## src/sv/mtpp_pkg.sv

```systemverilog
// Shared types and constants of the majority-trend page prefetcher.
// Used by the front, queue, back and top-level modules; depends on nothing.
package mtpp_pkg;

    // Field widths
    localparam int PAGE_W   = 52;
    localparam int DELTA_W  = 53;
    localparam int TDATA_W  = 56;
    localparam int REMAIN_W = 3;

    // Readahead lengths in pages
    localparam int RA_SHORT = 4;
    localparam int RA_LONG  = 8;

    // Smallest vote region and hit counter ceiling
    localparam int VOTE_START = 2;
    localparam logic [1:0] HIT_SAT = 2'd3;

    // Opcodes carried on the input tuser
    localparam logic OP_HIT   = 1'b0;
    localparam logic OP_FAULT = 1'b1;

    // Depth of the queue between front and back
    localparam int QUEUE_DEPTH = 2;

    // One classified access, passed from the front to the back
    typedef struct packed {
        logic                  fault;
        logic [PAGE_W-1:0]     page;
        logic [DELTA_W-1:0]    delta;
        logic                  ra_long;
        logic                  up;
    } qentry_t;

endpackage

```

## src/sv/mtpp_front.sv

```systemverilog
// Front end of the prefetcher: accepts accesses, computes the delta to the last page,
// tracks hits since the last fault and the direction for linear readahead.
// Depends on mtpp_pkg.
module mtpp_front
    import mtpp_pkg::*;
(
    input  logic                clk,
    input  logic                rst_n,
    input  logic                in_valid,
    output logic                in_ready,
    input  logic                in_opcode,
    input  logic [PAGE_W-1:0]   in_page,
    output logic                q_valid,
    input  logic                q_ready,
    output qentry_t             q_data
);

    logic              primed_reg, primed_next;
    logic [PAGE_W-1:0] last_page_reg, last_page_next;
    logic [PAGE_W-1:0] prev_fault_reg, prev_fault_next;
    logic [1:0]        hits_reg, hits_next;
    logic              accept;

    assign in_ready = q_ready;
    assign q_valid  = in_valid;
    assign accept   = in_valid & q_ready;

    // Classify the incoming item and build the queue entry.
    always_comb
    begin
        q_data.fault   = (in_opcode == OP_FAULT);
        q_data.page    = in_page;
        q_data.delta   = primed_reg ? ({1'b0, in_page} - {1'b0, last_page_reg})
                                    : '0;
        q_data.ra_long = (hits_reg == HIT_SAT);
        q_data.up      = (in_page > prev_fault_reg);
    end

    // Update the access history summary on every accepted item.
    always_comb
    begin
        primed_next     = primed_reg;
        last_page_next  = last_page_reg;
        prev_fault_next = prev_fault_reg;
        hits_next       = hits_reg;
        if (accept)
        begin
            primed_next    = 1'b1;
            last_page_next = in_page;
            if (in_opcode == OP_FAULT)
            begin
                hits_next       = 2'd0;
                prev_fault_next = in_page;
            end
            else if (hits_reg != HIT_SAT)
            begin
                hits_next = hits_reg + 2'd1;
            end
        end
    end

    always_ff @(posedge clk or negedge rst_n)
    begin
        if (!rst_n)
        begin
            primed_reg     <= 1'b0;
            last_page_reg  <= '0;
            prev_fault_reg <= '0;
            hits_reg       <= 2'd0;
        end
        else
        begin
            primed_reg     <= primed_next;
            last_page_reg  <= last_page_next;
            prev_fault_reg <= prev_fault_next;
            hits_reg       <= hits_next;
        end
    end

endmodule

```

## src/sv/mtpp_queue.sv

```systemverilog
// Two-entry queue that decouples the front end from the back end.
// Depends on mtpp_pkg for the entry type.
module mtpp_queue
    import mtpp_pkg::*;
(
    input  logic    clk,
    input  logic    rst_n,
    input  logic    push_valid,
    output logic    push_ready,
    input  qentry_t push_data,
    output logic    pop_valid,
    input  logic    pop_ready,
    output qentry_t pop_data
);

    localparam int PW = $clog2(QUEUE_DEPTH);
    localparam int NW = $clog2(QUEUE_DEPTH + 1);

    qentry_t         entry_reg [QUEUE_DEPTH];
    logic [PW-1:0]   wr_ptr_reg, wr_ptr_next;
    logic [PW-1:0]   rd_ptr_reg, rd_ptr_next;
    logic [NW-1:0]   count_reg, count_next;
    logic            do_push, do_pop;

    assign push_ready = (count_reg != NW'(QUEUE_DEPTH));
    assign pop_valid  = (count_reg != '0);
    assign pop_data   = entry_reg[rd_ptr_reg];
    assign do_push    = push_valid & push_ready;
    assign do_pop     = pop_valid & pop_ready;

    // Pointer and occupancy update.
    always_comb
    begin
        wr_ptr_next = do_push ? ((wr_ptr_reg == PW'(QUEUE_DEPTH - 1)) ? '0 : wr_ptr_reg + 1'b1)
                              : wr_ptr_reg;
        rd_ptr_next = do_pop ? ((rd_ptr_reg == PW'(QUEUE_DEPTH - 1)) ? '0 : rd_ptr_reg + 1'b1)
                             : rd_ptr_reg;
        count_next  = count_reg;
        if (do_push && !do_pop)
        begin
            count_next = count_reg + 1'b1;
        end
        else if (!do_push && do_pop)
        begin
            count_next = count_reg - 1'b1;
        end
    end

    always_ff @(posedge clk or negedge rst_n)
    begin
        if (!rst_n)
        begin
            wr_ptr_reg <= '0;
            rd_ptr_reg <= '0;
            count_reg  <= '0;
        end
        else
        begin
            wr_ptr_reg <= wr_ptr_next;
            rd_ptr_reg <= rd_ptr_next;
            count_reg  <= count_next;
        end
    end

    // Entry storage needs no reset.
    always_ff @(posedge clk)
    begin
        if (do_push)
        begin
            entry_reg[wr_ptr_reg] <= push_data;
        end
    end

endmodule

```

## src/sv/mtpp_back.sv

```systemverilog
// Back end of the prefetcher: keeps the delta history ring, runs the majority vote
// on faults and emits the prefetch pages through an output register.
// Depends on mtpp_pkg.
module mtpp_back
    import mtpp_pkg::*;
#(
    parameter int HISTORY_DEPTH = 8
)
(
    input  logic               clk,
    input  logic               rst_n,
    input  logic               q_valid,
    output logic               q_ready,
    input  qentry_t            q_data,
    output logic               out_valid,
    input  logic               out_ready,
    output logic [PAGE_W-1:0]  out_page,
    output logic               out_trend,
    output logic               out_last
);

    localparam int AW = $clog2(HISTORY_DEPTH);
    localparam int CW = $clog2(HISTORY_DEPTH + 1);
    localparam int SW = CW + 1;

    typedef enum logic [1:0] {
        S_IDLE,
        S_VOTE,
        S_EMIT
    } state_t;

    state_t               state_reg, state_next;
    logic [AW-1:0]        head_reg, head_next;
    logic [CW-1:0]        fill_reg, fill_next;
    logic [SW-1:0]        span_reg, span_next;
    logic [SW-1:0]        seq_reg, seq_next;
    logic                 pv_reg, pv_next;
    logic                 pfirst_reg, pfirst_next;
    logic                 ppass_reg, ppass_next;
    logic                 pfinal_reg, pfinal_next;
    logic [DELTA_W-1:0]   cand_reg, cand_next;
    logic [CW-1:0]        votes_reg, votes_next;
    logic [CW-1:0]        count_reg, count_next;
    logic [PAGE_W-1:0]    page_reg, page_next;
    logic                 ra_long_reg, ra_long_next;
    logic                 up_reg, up_next;
    logic [PAGE_W-1:0]    p_reg, p_next;
    logic [PAGE_W-1:0]    inc_reg, inc_next;
    logic [REMAIN_W-1:0]  remain_reg, remain_next;
    logic                 trend_reg, trend_next;
    logic                 m_valid_reg, m_valid_next;
    logic [PAGE_W-1:0]    m_page_reg, m_page_next;
    logic                 m_trend_reg, m_trend_next;
    logic                 m_last_reg, m_last_next;

    // History memory
    logic [DELTA_W-1:0]   delta_mem [HISTORY_DEPTH];
    logic [DELTA_W-1:0]   rd_data_reg;
    logic                 wr_en, rd_en;
    logic [AW-1:0]        rd_addr;

    // Vote and emission helpers
    logic [SW-1:0]        span_x2;
    logic [SW-1:0]        age_wide;
    logic [AW:0]          slot_sum;
    logic                 match;
    logic [CW-1:0]        count_total;
    logic                 start_emit, start_trend, start_long, start_up;
    logic [DELTA_W-1:0]   start_step;
    logic [PAGE_W-1:0]    start_page;

    assign out_valid = m_valid_reg;
    assign out_page  = m_page_reg;
    assign out_trend = m_trend_reg;
    assign out_last  = m_last_reg;
    assign q_ready   = (state_reg == S_IDLE);

    assign span_x2   = span_reg << 1;
    assign rd_en     = (state_reg == S_VOTE) && (seq_reg < span_x2);
    assign age_wide  = (seq_reg < span_reg) ? seq_reg : (seq_reg - span_reg);
    assign wr_en     = q_valid && (state_reg == S_IDLE);

    // Ring slot of the entry a given age back from the newest one.
    always_comb
    begin
        slot_sum = {1'b0, head_reg} + (AW + 1)'(HISTORY_DEPTH - 1)
                   - {1'b0, age_wide[AW-1:0]};
        if (slot_sum >= (AW + 1)'(HISTORY_DEPTH))
        begin
            slot_sum = slot_sum - (AW + 1)'(HISTORY_DEPTH);
        end
        rd_addr = slot_sum[AW-1:0];
    end

    assign match       = (rd_data_reg == cand_reg);
    assign count_total = count_reg + CW'(match);

    // Main sequencer: push, vote, emit.
    always_comb
    begin
        state_next   = state_reg;
        head_next    = head_reg;
        fill_next    = fill_reg;
        span_next    = span_reg;
        seq_next     = seq_reg;
        pv_next      = rd_en;
        pfirst_next  = (age_wide == '0);
        ppass_next   = (seq_reg >= span_reg);
        pfinal_next  = (seq_reg == span_x2 - 1'b1);
        cand_next    = cand_reg;
        votes_next   = votes_reg;
        count_next   = count_reg;
        page_next    = page_reg;
        ra_long_next = ra_long_reg;
        up_next      = up_reg;
        p_next       = p_reg;
        inc_next     = inc_reg;
        remain_next  = remain_reg;
        trend_next   = trend_reg;
        m_valid_next = m_valid_reg & ~out_ready;
        m_page_next  = m_page_reg;
        m_trend_next = m_trend_reg;
        m_last_next  = m_last_reg;
        start_emit   = 1'b0;
        start_trend  = 1'b0;
        start_step   = cand_reg;
        start_page   = page_reg;
        start_long   = ra_long_reg;
        start_up     = up_reg;

        case (state_reg)
            S_IDLE:
            begin
                if (q_valid)
                begin
                    // Push the delta into the ring.
                    head_next = (head_reg == AW'(HISTORY_DEPTH - 1)) ? '0 : head_reg + 1'b1;
                    if (fill_reg != CW'(HISTORY_DEPTH))
                    begin
                        fill_next = fill_reg + 1'b1;
                    end
                    if (q_data.fault)
                    begin
                        page_next    = q_data.page;
                        ra_long_next = q_data.ra_long;
                        up_next      = q_data.up;
                        span_next    = SW'(VOTE_START);
                        seq_next     = '0;
                        if (fill_next >= CW'(VOTE_START))
                        begin
                            state_next = S_VOTE;
                        end
                        else
                        begin
                            start_emit = 1'b1;
                            start_page = q_data.page;
                            start_long = q_data.ra_long;
                            start_up   = q_data.up;
                        end
                    end
                end
            end

            S_VOTE:
            begin
                if (rd_en)
                begin
                    seq_next = seq_reg + 1'b1;
                end
                // Data read in the previous cycle is processed here.
                if (pv_reg)
                begin
                    if (!ppass_reg)
                    begin
                        // Boyer-Moore candidate pass.
                        if (pfirst_reg)
                        begin
                            cand_next  = rd_data_reg;
                            votes_next = CW'(1);
                        end
                        else if (match)
                        begin
                            votes_next = votes_reg + 1'b1;
                        end
                        else if (votes_reg == CW'(1))
                        begin
                            cand_next = rd_data_reg;
                        end
                        else
                        begin
                            votes_next = votes_reg - 1'b1;
                        end
                    end
                    else
                    begin
                        // Counting pass for the candidate.
                        count_next = pfirst_reg ? CW'(match) : count_total;
                        if (pfinal_reg)
                        begin
                            if (SW'(count_total) > (span_reg >> 1))
                            begin
                                start_emit  = 1'b1;
                                start_trend = 1'b1;
                            end
                            else if (span_x2 <= SW'(fill_reg))
                            begin
                                span_next = span_x2;
                                seq_next  = '0;
                            end
                            else
                            begin
                                start_emit = 1'b1;
                            end
                        end
                    end
                end
            end

            S_EMIT:
            begin
                if (!m_valid_reg || out_ready)
                begin
                    m_valid_next = 1'b1;
                    m_page_next  = p_reg;
                    m_trend_next = trend_reg;
                    m_last_next  = (remain_reg == REMAIN_W'(1));
                    p_next       = p_reg + inc_reg;
                    remain_next  = remain_reg - 1'b1;
                    if (remain_reg == REMAIN_W'(1))
                    begin
                        state_next = S_IDLE;
                    end
                end
            end

            default:
            begin
                state_next = S_IDLE;
            end
        endcase

        // Set up the run of prefetch pages once the vote is settled.
        if (start_emit)
        begin
            state_next = S_EMIT;
            trend_next = start_trend;
            if (start_trend)
            begin
                p_next      = start_page + PAGE_W'(1);
                inc_next    = start_step[PAGE_W-1:0];
                remain_next = start_long ? REMAIN_W'(RA_LONG - 1) : REMAIN_W'(RA_SHORT - 1);
            end
            else
            begin
                p_next      = start_up ? start_page + PAGE_W'(1) : start_page - PAGE_W'(1);
                inc_next    = start_up ? PAGE_W'(1) : '1;
                remain_next = start_long ? REMAIN_W'(RA_LONG - 2) : REMAIN_W'(RA_SHORT - 2);
            end
        end
    end

    always_ff @(posedge clk or negedge rst_n)
    begin
        if (!rst_n)
        begin
            state_reg   <= S_IDLE;
            head_reg    <= '0;
            fill_reg    <= '0;
            span_reg    <= SW'(VOTE_START);
            seq_reg     <= '0;
            pv_reg      <= 1'b0;
            pfirst_reg  <= 1'b0;
            ppass_reg   <= 1'b0;
            pfinal_reg  <= 1'b0;
            votes_reg   <= '0;
            count_reg   <= '0;
            remain_reg  <= '0;
            trend_reg   <= 1'b0;
            m_valid_reg <= 1'b0;
        end
        else
        begin
            state_reg   <= state_next;
            head_reg    <= head_next;
            fill_reg    <= fill_next;
            span_reg    <= span_next;
            seq_reg     <= seq_next;
            pv_reg      <= pv_next;
            pfirst_reg  <= pfirst_next;
            ppass_reg   <= ppass_next;
            pfinal_reg  <= pfinal_next;
            votes_reg   <= votes_next;
            count_reg   <= count_next;
            remain_reg  <= remain_next;
            trend_reg   <= trend_next;
            m_valid_reg <= m_valid_next;
        end
    end

    // Payload registers need no reset.
    always_ff @(posedge clk)
    begin
        cand_reg    <= cand_next;
        page_reg    <= page_next;
        ra_long_reg <= ra_long_next;
        up_reg      <= up_next;
        p_reg       <= p_next;
        inc_reg     <= inc_next;
        m_page_reg  <= m_page_next;
        m_trend_reg <= m_trend_next;
        m_last_reg  <= m_last_next;
    end

    // History ring: one write port, one registered read port.
    always_ff @(posedge clk)
    begin
        if (wr_en)
        begin
            delta_mem[head_reg] <= q_data.delta;
        end
        if (rd_en)
        begin
            rd_data_reg <= delta_mem[rd_addr];
        end
    end

    // The ring never reports more entries than it holds.
    assert property (@(posedge clk) disable iff (!rst_n)
        fill_reg <= CW'(HISTORY_DEPTH))
        else $error("history fill exceeds ring depth");

    // A vote region never reaches past the filled part of the ring.
    assert property (@(posedge clk) disable iff (!rst_n)
        (state_reg == S_VOTE) |-> (span_reg <= SW'(fill_reg)))
        else $error("vote region larger than history");

    // Emission always has at least one page left to send.
    assert property (@(posedge clk) disable iff (!rst_n)
        (state_reg == S_EMIT) |-> (remain_reg != '0))
        else $error("emission with empty page count");

    // The queue is only drained while no fault is in progress.
    assert property (@(posedge clk) disable iff (!rst_n)
        (state_reg != S_IDLE) |-> !wr_en)
        else $error("history written during a fault");

endmodule

```

## src/sv/majority_trend_page_prefetcher.sv

```systemverilog
// Top level of the majority-trend page prefetcher.
// Instantiates mtpp_front, mtpp_queue and mtpp_back; depends on mtpp_pkg.
//
// Usage:
//   Input channel s_axis_*: one page access per item. tuser is the opcode
//   (0 = recorded hit, 1 = fault); tdata carries the page number.
//   Output channel m_axis_*: one prefetch page per item. tuser says whether
//   the majority delta trend was used, tlast marks the final page of a fault.
//   A hit produces no output; a fault produces 2, 3, 6 or 7 items.
//   Hits drain at one item per cycle while the back end is idle. A fault first
//   pushes its delta into the history, then the vote unit reads the delta ring
//   one entry per cycle, each region once for the candidate and once for the
//   count; regions of 2, 4, 8 and larger doubled sizes are tried in turn until
//   one has a majority or the next would not fit the filled history. Pages then
//   leave at one per cycle into the output register while the receiver is ready.
//   A two-entry queue lets the front accept items while the back votes or emits.
//   Reset empties the history, clears the hit count and the previous fault
//   page. When the receiver stalls, the output register holds its item and
//   the back end waits; the input keeps accepting until the queue fills.
module majority_trend_page_prefetcher
    import mtpp_pkg::*;
#(
    parameter int HISTORY_DEPTH = 8
)
(
    input  logic               clk,
    input  logic               rst_n,
    input  logic               s_axis_tvalid,
    output logic               s_axis_tready,
    input  logic [TDATA_W-1:0] s_axis_tdata,   // [51:0] page_number, [55:52] zero
    input  logic               s_axis_tuser,   // [0] opcode
    output logic               m_axis_tvalid,
    input  logic               m_axis_tready,
    output logic [TDATA_W-1:0] m_axis_tdata,   // [51:0] prefetch_page, [55:52] zero
    output logic               m_axis_tuser,   // [0] by_trend
    output logic               m_axis_tlast
);

    logic              fq_valid, fq_ready;
    qentry_t           fq_data;
    logic              qb_valid, qb_ready;
    qentry_t           qb_data;
    logic [PAGE_W-1:0] out_page;

    mtpp_front u_front (
        .clk       (clk),
        .rst_n     (rst_n),
        .in_valid  (s_axis_tvalid),
        .in_ready  (s_axis_tready),
        .in_opcode (s_axis_tuser),
        .in_page   (s_axis_tdata[PAGE_W-1:0]),
        .q_valid   (fq_valid),
        .q_ready   (fq_ready),
        .q_data    (fq_data)
    );

    mtpp_queue u_queue (
        .clk        (clk),
        .rst_n      (rst_n),
        .push_valid (fq_valid),
        .push_ready (fq_ready),
        .push_data  (fq_data),
        .pop_valid  (qb_valid),
        .pop_ready  (qb_ready),
        .pop_data   (qb_data)
    );

    mtpp_back #(
        .HISTORY_DEPTH (HISTORY_DEPTH)
    ) u_back (
        .clk       (clk),
        .rst_n     (rst_n),
        .q_valid   (qb_valid),
        .q_ready   (qb_ready),
        .q_data    (qb_data),
        .out_valid (m_axis_tvalid),
        .out_ready (m_axis_tready),
        .out_page  (out_page),
        .out_trend (m_axis_tuser),
        .out_last  (m_axis_tlast)
    );

    assign m_axis_tdata = {{(TDATA_W - PAGE_W){1'b0}}, out_page};

endmodule
```

## config.mk

```make
export PLATFORM = sky130hd
export DESIGN_NAME = majority_trend_page_prefetcher
export DESIGN_NICKNAME = d
export VERILOG_FILES = /design/src/sv/mtpp_pkg.sv /design/src/sv/mtpp_front.sv /design/src/sv/mtpp_queue.sv /design/src/sv/mtpp_back.sv /design/src/sv/majority_trend_page_prefetcher.sv
export SDC_FILE = /design/constraint.sdc
export NUM_CORES = 2
export LEC_CHECK = 0
export BUFFER_PORTS_ARGS = -buffer_cell sky130_fd_sc_hd__buf_2
export CAP_MARGIN = 10
export CORE_AREA = 3 3 431 262
export CTS_CLUSTER_SIZE = 20
export DETAILED_ROUTE_END_ITERATION = 7
export DIE_AREA = 0 0 434 265
export SLEW_MARGIN = 20
export SYNTH_ARGS = -nofsm -noshare
export SYNTH_HDL_FRONTEND = slang
export SYNTH_SLANG_ARGS = --single-unit
```

## constraint.sdc

```tcl
create_clock -name clk -period 8 [get_ports clk]
set_input_delay 0.4 -clock clk [delete_from_list [all_inputs] [get_ports clk]]
set_output_delay 0.4 -clock clk [all_outputs]
set_load 0.1 [all_outputs]
```

=== Word level (Yosys, flattened, before mapping) ===
Memories as Yosys holds them, arrays and structs flattened. A register that Yosys moved wholly into a read port is not among the register bits.
Index checks and enable logic that the tools add are counted.

* Bits in writable memories: 640
* Memories kept: 2
* Word-level logic and storage cells: 210
* Bits in registers: 412
* Bits of input ports: 61

{| class="wikitable"
|+ Memory list
! name !! depth !! width !! rd ports !! clocked after Yosys merged registers in !! write ports !! RTL line !! RTL
|-
| u_back.delta_mem || 8 || 53 || 1 || 1 || 1 || mtpp_back.sv:57 || <nowiki>logic [DELTA_W-1:0] delta_mem [HISTORY_DEPTH];</nowiki>
|-
| u_queue.entry_reg || 2 || 108 || 1 || 0 || 1 || mtpp_queue.sv:19 || <nowiki>qentry_t entry_reg [QUEUE_DEPTH];</nowiki>
|}

* Reduce and logical (&&, ||, !) cells: 29
* Equality and inequality tests: 26
* Order comparisons: 8
* Bitwise operators: 5
* Mux-type cells: 89
* $add $sub $neg: 21

{| class="wikitable"
|+ Operators with widths
! operator !! count
|-
| $mux W52 || 11
|-
| $mux W53 || 4
|-
| $mux W5 || 16
|-
| $eq A53 B53 Y1 || 1
|-
| $sub A52 B52 Y53 || 1
|-
| $add A52 B1 Y52 const B || 1
|-
| $add A52 B52 Y52 || 1
|-
| $gt A52 B52 Y1 || 1
|-
| $sub A52 B1 Y52 const B || 1
|-
| $mux W1 || 29
|-
| $mux W4 || 7
|-
| $mux W3 || 8
|-
| $mux W2 || 10
|-
| $pmux W5 S2 || 2
|-
| $ne A3 B1 Y1 const B || 5
|-
| $reduce_bool A2 Y1 || 7
|-
| $ne A2 B1 Y1 const B || 6
|-
| $lt A5 B5 Y1 || 2
|-
| $ne A2 B2 Y1 const B || 5
|-
| $reduce_and A2 Y1 || 5
|-
| $reduce_and A3 Y1 || 3
|-
| $add A4 B1 Y4 const B || 2
|-
| $reduce_and A8 Y1 || 1
|-
| $pmux W2 S3 || 1
|-
| 36 further kinds || 48
|}

=== Depth between registers and ports, before layout ===
* Depth in word-level cells: 13
* Depth in mapped cells: 23
* Mapped depth without buffers: 20

=== By module ===
Synthesis repeated with hierarchy kept, for this count alone.

* Cells, all modules: 3,835
* Area, all modules: 52,939.5 um2

{| class="wikitable"
|+ By module, submodules not included
! module !! cells each !! sequential area each (um2) !! area an instance (um2) !! instances
|-
| mtpp_back || 2,472 || 23,158.5 || 35,848.1 || 1
|-
| mtpp_front || 1,004 || 2,677.6 || 9,044.9 || 1
|-
| mtpp_queue || 354 || 6,586.3 || 8,012.7 || 1
|-
| majority_trend_page_prefetcher || 5 || 0.0 || 33.8 || 1
|}

=== Least setup slack after synthesis ===
No wires, ideal clock.

* Path kind: register to register
* From: reg u_queue.count_reg[0]
* To: mem u_back.delta_mem[0][0], enable pin
* Arrival: 6.353 ns
* Setup slack: 1.052 ns
* Cell stages (with the launch flop): 6
* Data required time: 7.405 ns
* Path buffers: 1
* Cell sequence: dfrtp_1 > nor2_1 > nor3_1 > inv_1 > clkbuf_1 > nor4_1

* Longest elaborated chain between the ends: 4

{| class="wikitable"
|+ Ends and longest elaborated chain
! element !! RTL line !! RTL
|-
| start, declared || mtpp_queue.sv:22 || <nowiki>logic [NW-1:0] count_reg, count_next;</nowiki>
|-
| start signal, assigned || mtpp_queue.sv:61 || <nowiki>count_reg <= count_next;</nowiki>
|-
| $reduce_bool A2 Y1 || mtpp_queue.sv:26 || <nowiki>assign pop_valid = (count_reg != '0);</nowiki>
|-
| $logic_and A1 B1 Y1 || mtpp_back.sv:81 || <nowiki>assign wr_en = q_valid && (state_reg == S_IDLE);</nowiki>
|-
| $mux W1 || mtpp_back.sv:317 || <nowiki>if (wr_en)</nowiki>
|-
| $mux W1 (implied by the code) || mtpp_back.sv:319 || <nowiki>delta_mem[head_reg] <= q_data.delta;</nowiki>
|-
| end, declared || mtpp_back.sv:57 ||
|}

No other way between the ends.

=== Final worst setup path ===
* From: reg u_back.rd_data_reg[41], read port of u_back.delta_mem
* To: reg u_back.p_reg[31] (data pin)

* Longest elaborated chain between the ends: 10

{| class="wikitable"
|+ Ends and longest elaborated chain
! element !! RTL line !! RTL
|-
| start, declared || mtpp_back.sv:58 || <nowiki>logic [DELTA_W-1:0] rd_data_reg;</nowiki>
|-
| $eq A53 B53 Y1 (*) || mtpp_back.sv:95 || <nowiki>assign match = (rd_data_reg == cand_reg);</nowiki>
|-
| $add A4 B1 Y4 (*) || mtpp_back.sv:96 || <nowiki>assign count_total = count_reg + CW'(match);</nowiki>
|-
| $gt A4 B4 Y1 (*) || mtpp_back.sv:200 || <nowiki>if (SW'(count_total) > (span_reg >> 1))</nowiki>
|-
| $mux W1 || mtpp_back.sv:200 ||
|-
| $mux W1 || mtpp_back.sv:198 || <nowiki>if (pfinal_reg)</nowiki>
|-
| $mux W1 || mtpp_back.sv:173 || <nowiki>if (!ppass_reg)</nowiki>
|-
| $mux W1 || mtpp_back.sv:171 || <nowiki>if (pv_reg)</nowiki>
|-
| $mux W1 || mtpp_back.sv:131 || <nowiki>case (state_reg)</nowiki>
|-
| $mux W52 || mtpp_back.sv:247 || <nowiki>if (start_trend)</nowiki>
|-
| $mux W52 (*) || mtpp_back.sv:243 || <nowiki>if (start_emit)</nowiki>
|-
| named net u_back.p_next[31] || mtpp_back.sv:47 || <nowiki>logic [PAGE_W-1:0] p_reg, p_next;</nowiki>
|-
| end signal, assigned || mtpp_back.sv:307 || <nowiki>p_reg <= p_next;</nowiki>
|-
| end, declared || mtpp_back.sv:47 ||
|}

The timed path passes the listed nets; every way through them passes the cells marked *.
A chain may end at the register's enable or synchronous reset.

==> metrics <==
hold crit path type=input port to register; count of cell types in the netlist=93; Max-Cap Viols=0; VDD IR max=1.017 mV; Overflow after GRT=0; post_cts resized=0; Die Span X=434 µm; multi-input logic area=18660 µm²; total track usage=0.2432; clk slew on worst S/H paths=70 ps; Fmax achieved=0.1659 GHz; Primary FF master, synth=edfxtp_1; clock skew=64.64 ps; cell count after synthesis=3807; PD cells=440.4 nW/µm²; Total Wirelength=140.4 mm; Fillers=8993; Initial Util=0.4784; Critical Path Start Type=register; TritonCTS clock tree=built; max_slew headroom=0.2724; Post-route DRC=0; Synth Register Bits=1104; data required time of the worst path=8430 ps; setup TNS=0 ps; I/O pin count=121; first-pass GRT wire length=204.4 mm; 1st-iter DRT viols=3824; DP HPWL=97.59 mm; antenna violations before repair=21; Synthesis Warnings=0; CP max FO=7; Setup Fix Bufs, Post-CTS=0; Post-Syn Area=52270 µm²; fraction of registers with async set/reset=0.1322; Chip Height=265 µm; worst setup path start=u_back.rd_data_reg[41]$_DFFE_PP_; antenna-violating nets left=0; # nets final=4205; Port Buffers=112; endpoints failing hold=0; Final WS setup=1971 ps; FP Rows=94; DIE AREA=115000 µm²; commonest non-fill, non-tap cells in the layout=958 x edfxtp_1, 247 x nand2_1, 204 x o21ai_0; largest area contributor in the netlist=edfxtp_1; pin count of the biggest net entering global routing=107; Initial DRT Pass Iterations=6; final setup vio count=0; CTS buffer count=101; Final Power=0.02567 W; via count=32280; CTS sink count=1104; RSZ-0062 raised after global routing=no; Avg Inst Size Synth=13.73 µm²; Final Max Tran Viols=0; top cell type's share of synthesized area=0.5503; number of flip-flops in the largest register=424; Post-synth EDFFs=958; fin util=0.5334; Reg area=32430 µm²; worst-margin pin slew=1087 ps; fin crit share=0.7537; Post-Place Worst Slack=2119 ps; clk buf depth=3; crit path time final=6029 ps; Worst Setup Path Type=register to register; reg2reg start=u_back.rd_data_reg[41]$_DFFE_PP_; Max H-tree Level=3; hold path startpoint=s_axis_tdata[25]; gp weighted congestion=0.9250; WP data arrival=6460 ps; CTS Root Cell=clkbuf_16; core footprint=109300 µm²; register area share after synthesis=0.6203; Pleak=21.00 nW; layout cells sized above 1=0.1637; WL/cell=25.59 µm; vias per cell=5.884; commonest non-fill, non-tap cell in the layout=edfxtp_1; top cells by area, synth=edfxtp_1 55%, dfrtp_1 6.9%, mux4_2 4.6%, ha_1 4.5%, mux2_2 4.2%; status=finished, final reports clean; area delta synth->final=11.50%; vias in the first global route=29710; clk_lat worst skew=740 ps; CP endpoint kind=register
-- worst max-delay path: stages, from the launching register on --
cell and delay [ps]:
edfxtp_1 500, xnor2_1 190, nand4_1 130, nor4_1 600
nand4_1 370, inv_1 290, ha_1 220, ha_1 250
ha_1 310, nor2b_1 130, o21a_1 160, o21a_1 210
o2111a_1 370, or4_1 630, o21bai_1 280, a211oi_1 420
a21oi_1 110, xnor2_1 390, mux2i_1 160
-- repair_timing --
| action | CTS | global route |
|---|---|---|
| hold buffers | 41 | 0 |
| hold endpoints to repair | 187 | 0 |
| endpoints found under the setup margin | 0 | 0 |
-- cell families (layout without fill, tap and decap cells) --
group | count (synthesis) | count (layout) | synth area share
adders and majority gates | 191 | 191 | 0.04629
and+or+nand+nor | 847 | 847 | 0.07937
other | 1 | 12 | 0.00007174
xor gates and xnor gates | 209 | 209 | 0.03502
muxes | 364 | 364 | 0.09979
buffers and inverters | 335 | 564 | 0.02599
DFF | 1104 | 1104 | 0.6203
AOI/OAI and AO/OA | 756 | 756 | 0.09321
-- power by group --
group | switching, W | internal, W
sequential | 0.000555 | 0.00839
combinational | 0.00747 | 0.00429
clock | 0.00222 | 0.00274
-- path summary, 6_finish.rpt --
| path | endpoint | slack [ps] | depth (start not counted) |
|---|---|---|---|
| min in group asynchronous | u_front.last_page_reg[28]$_DFFE_PN0P_ | 300 | 2 |
| max in group asynchronous | u_queue.rd_ptr_reg$_DFFE_PN0P_ | 5830 | 4 |
| worst min register to register | u_back.out_page[0]$_DFFE_PP_ | 460 | 0 |
| worst min-delay path | u_front.last_page_reg[25]$_DFFE_PN0P_ | 70 | 3 |
| worst max-delay path | u_back.p_reg[31]$_DFFE_PP_ | 1970 | 18 |
| worst max register to register | u_back.p_reg[31]$_DFFE_PP_ | 1970 | 18 |
-- cell usage after synthesis, drive strengths merged, types with 21 or more instances --
master / number
a21o: 92
mux2i: 64
dfrtp: 145
xor2: 91
nor2: 199
o21ai: 205
edfxtp: 958
a31oi: 33
nand4: 48
and3: 34
a21oi: 161
o21bai: 25
nand3: 55
o21a: 72
ha: 187
a211oi: 27
nand2: 251
mux2: 194
xnor2: 118
clkbuf: 117
nand2b: 21
mux4: 106
inv: 182
nor3: 73
buf: 35
nor4: 41
-- area by class of cell --
type / instances / area share
diodes: 8 / 0.0003435
clock buffers: 133 / 0.04785
clock inverters: 56 / 0.01056
inverters: 183 / 0.01183
multi-input cells: 2371 / 0.3202
flip-flops and latches: 1104 / 0.5563
well taps: 1440 / 0.03091
repair buffers: 192 / 0.02200
-- per-layer routing --
layer / wire (µm) / up-vias / track usage
met3: 14590 / 143 / 0.07948
li1: - / 14820 / -
met1: 68680 / 16020 / 0.3950
met2: 54350 / 1289 / 0.3114
met5: 50 / - / 0
met4: 2718 / 6 / 0.05125
-- per-stage QoR --
step	instances	area (µm²)	hold WS (ps)
2_1_floorplan	3810	52280	104.4
3_3_place_gp	5249	54440	440.0
3_5_place_dp	5249	54440	440.7
4_1_cts	5479	58260	0.2148
5_1_grt	5479	58260	17.30
6_report	5487	58280	67.04
Note: power is estimated with default switching activity, not from simulation.
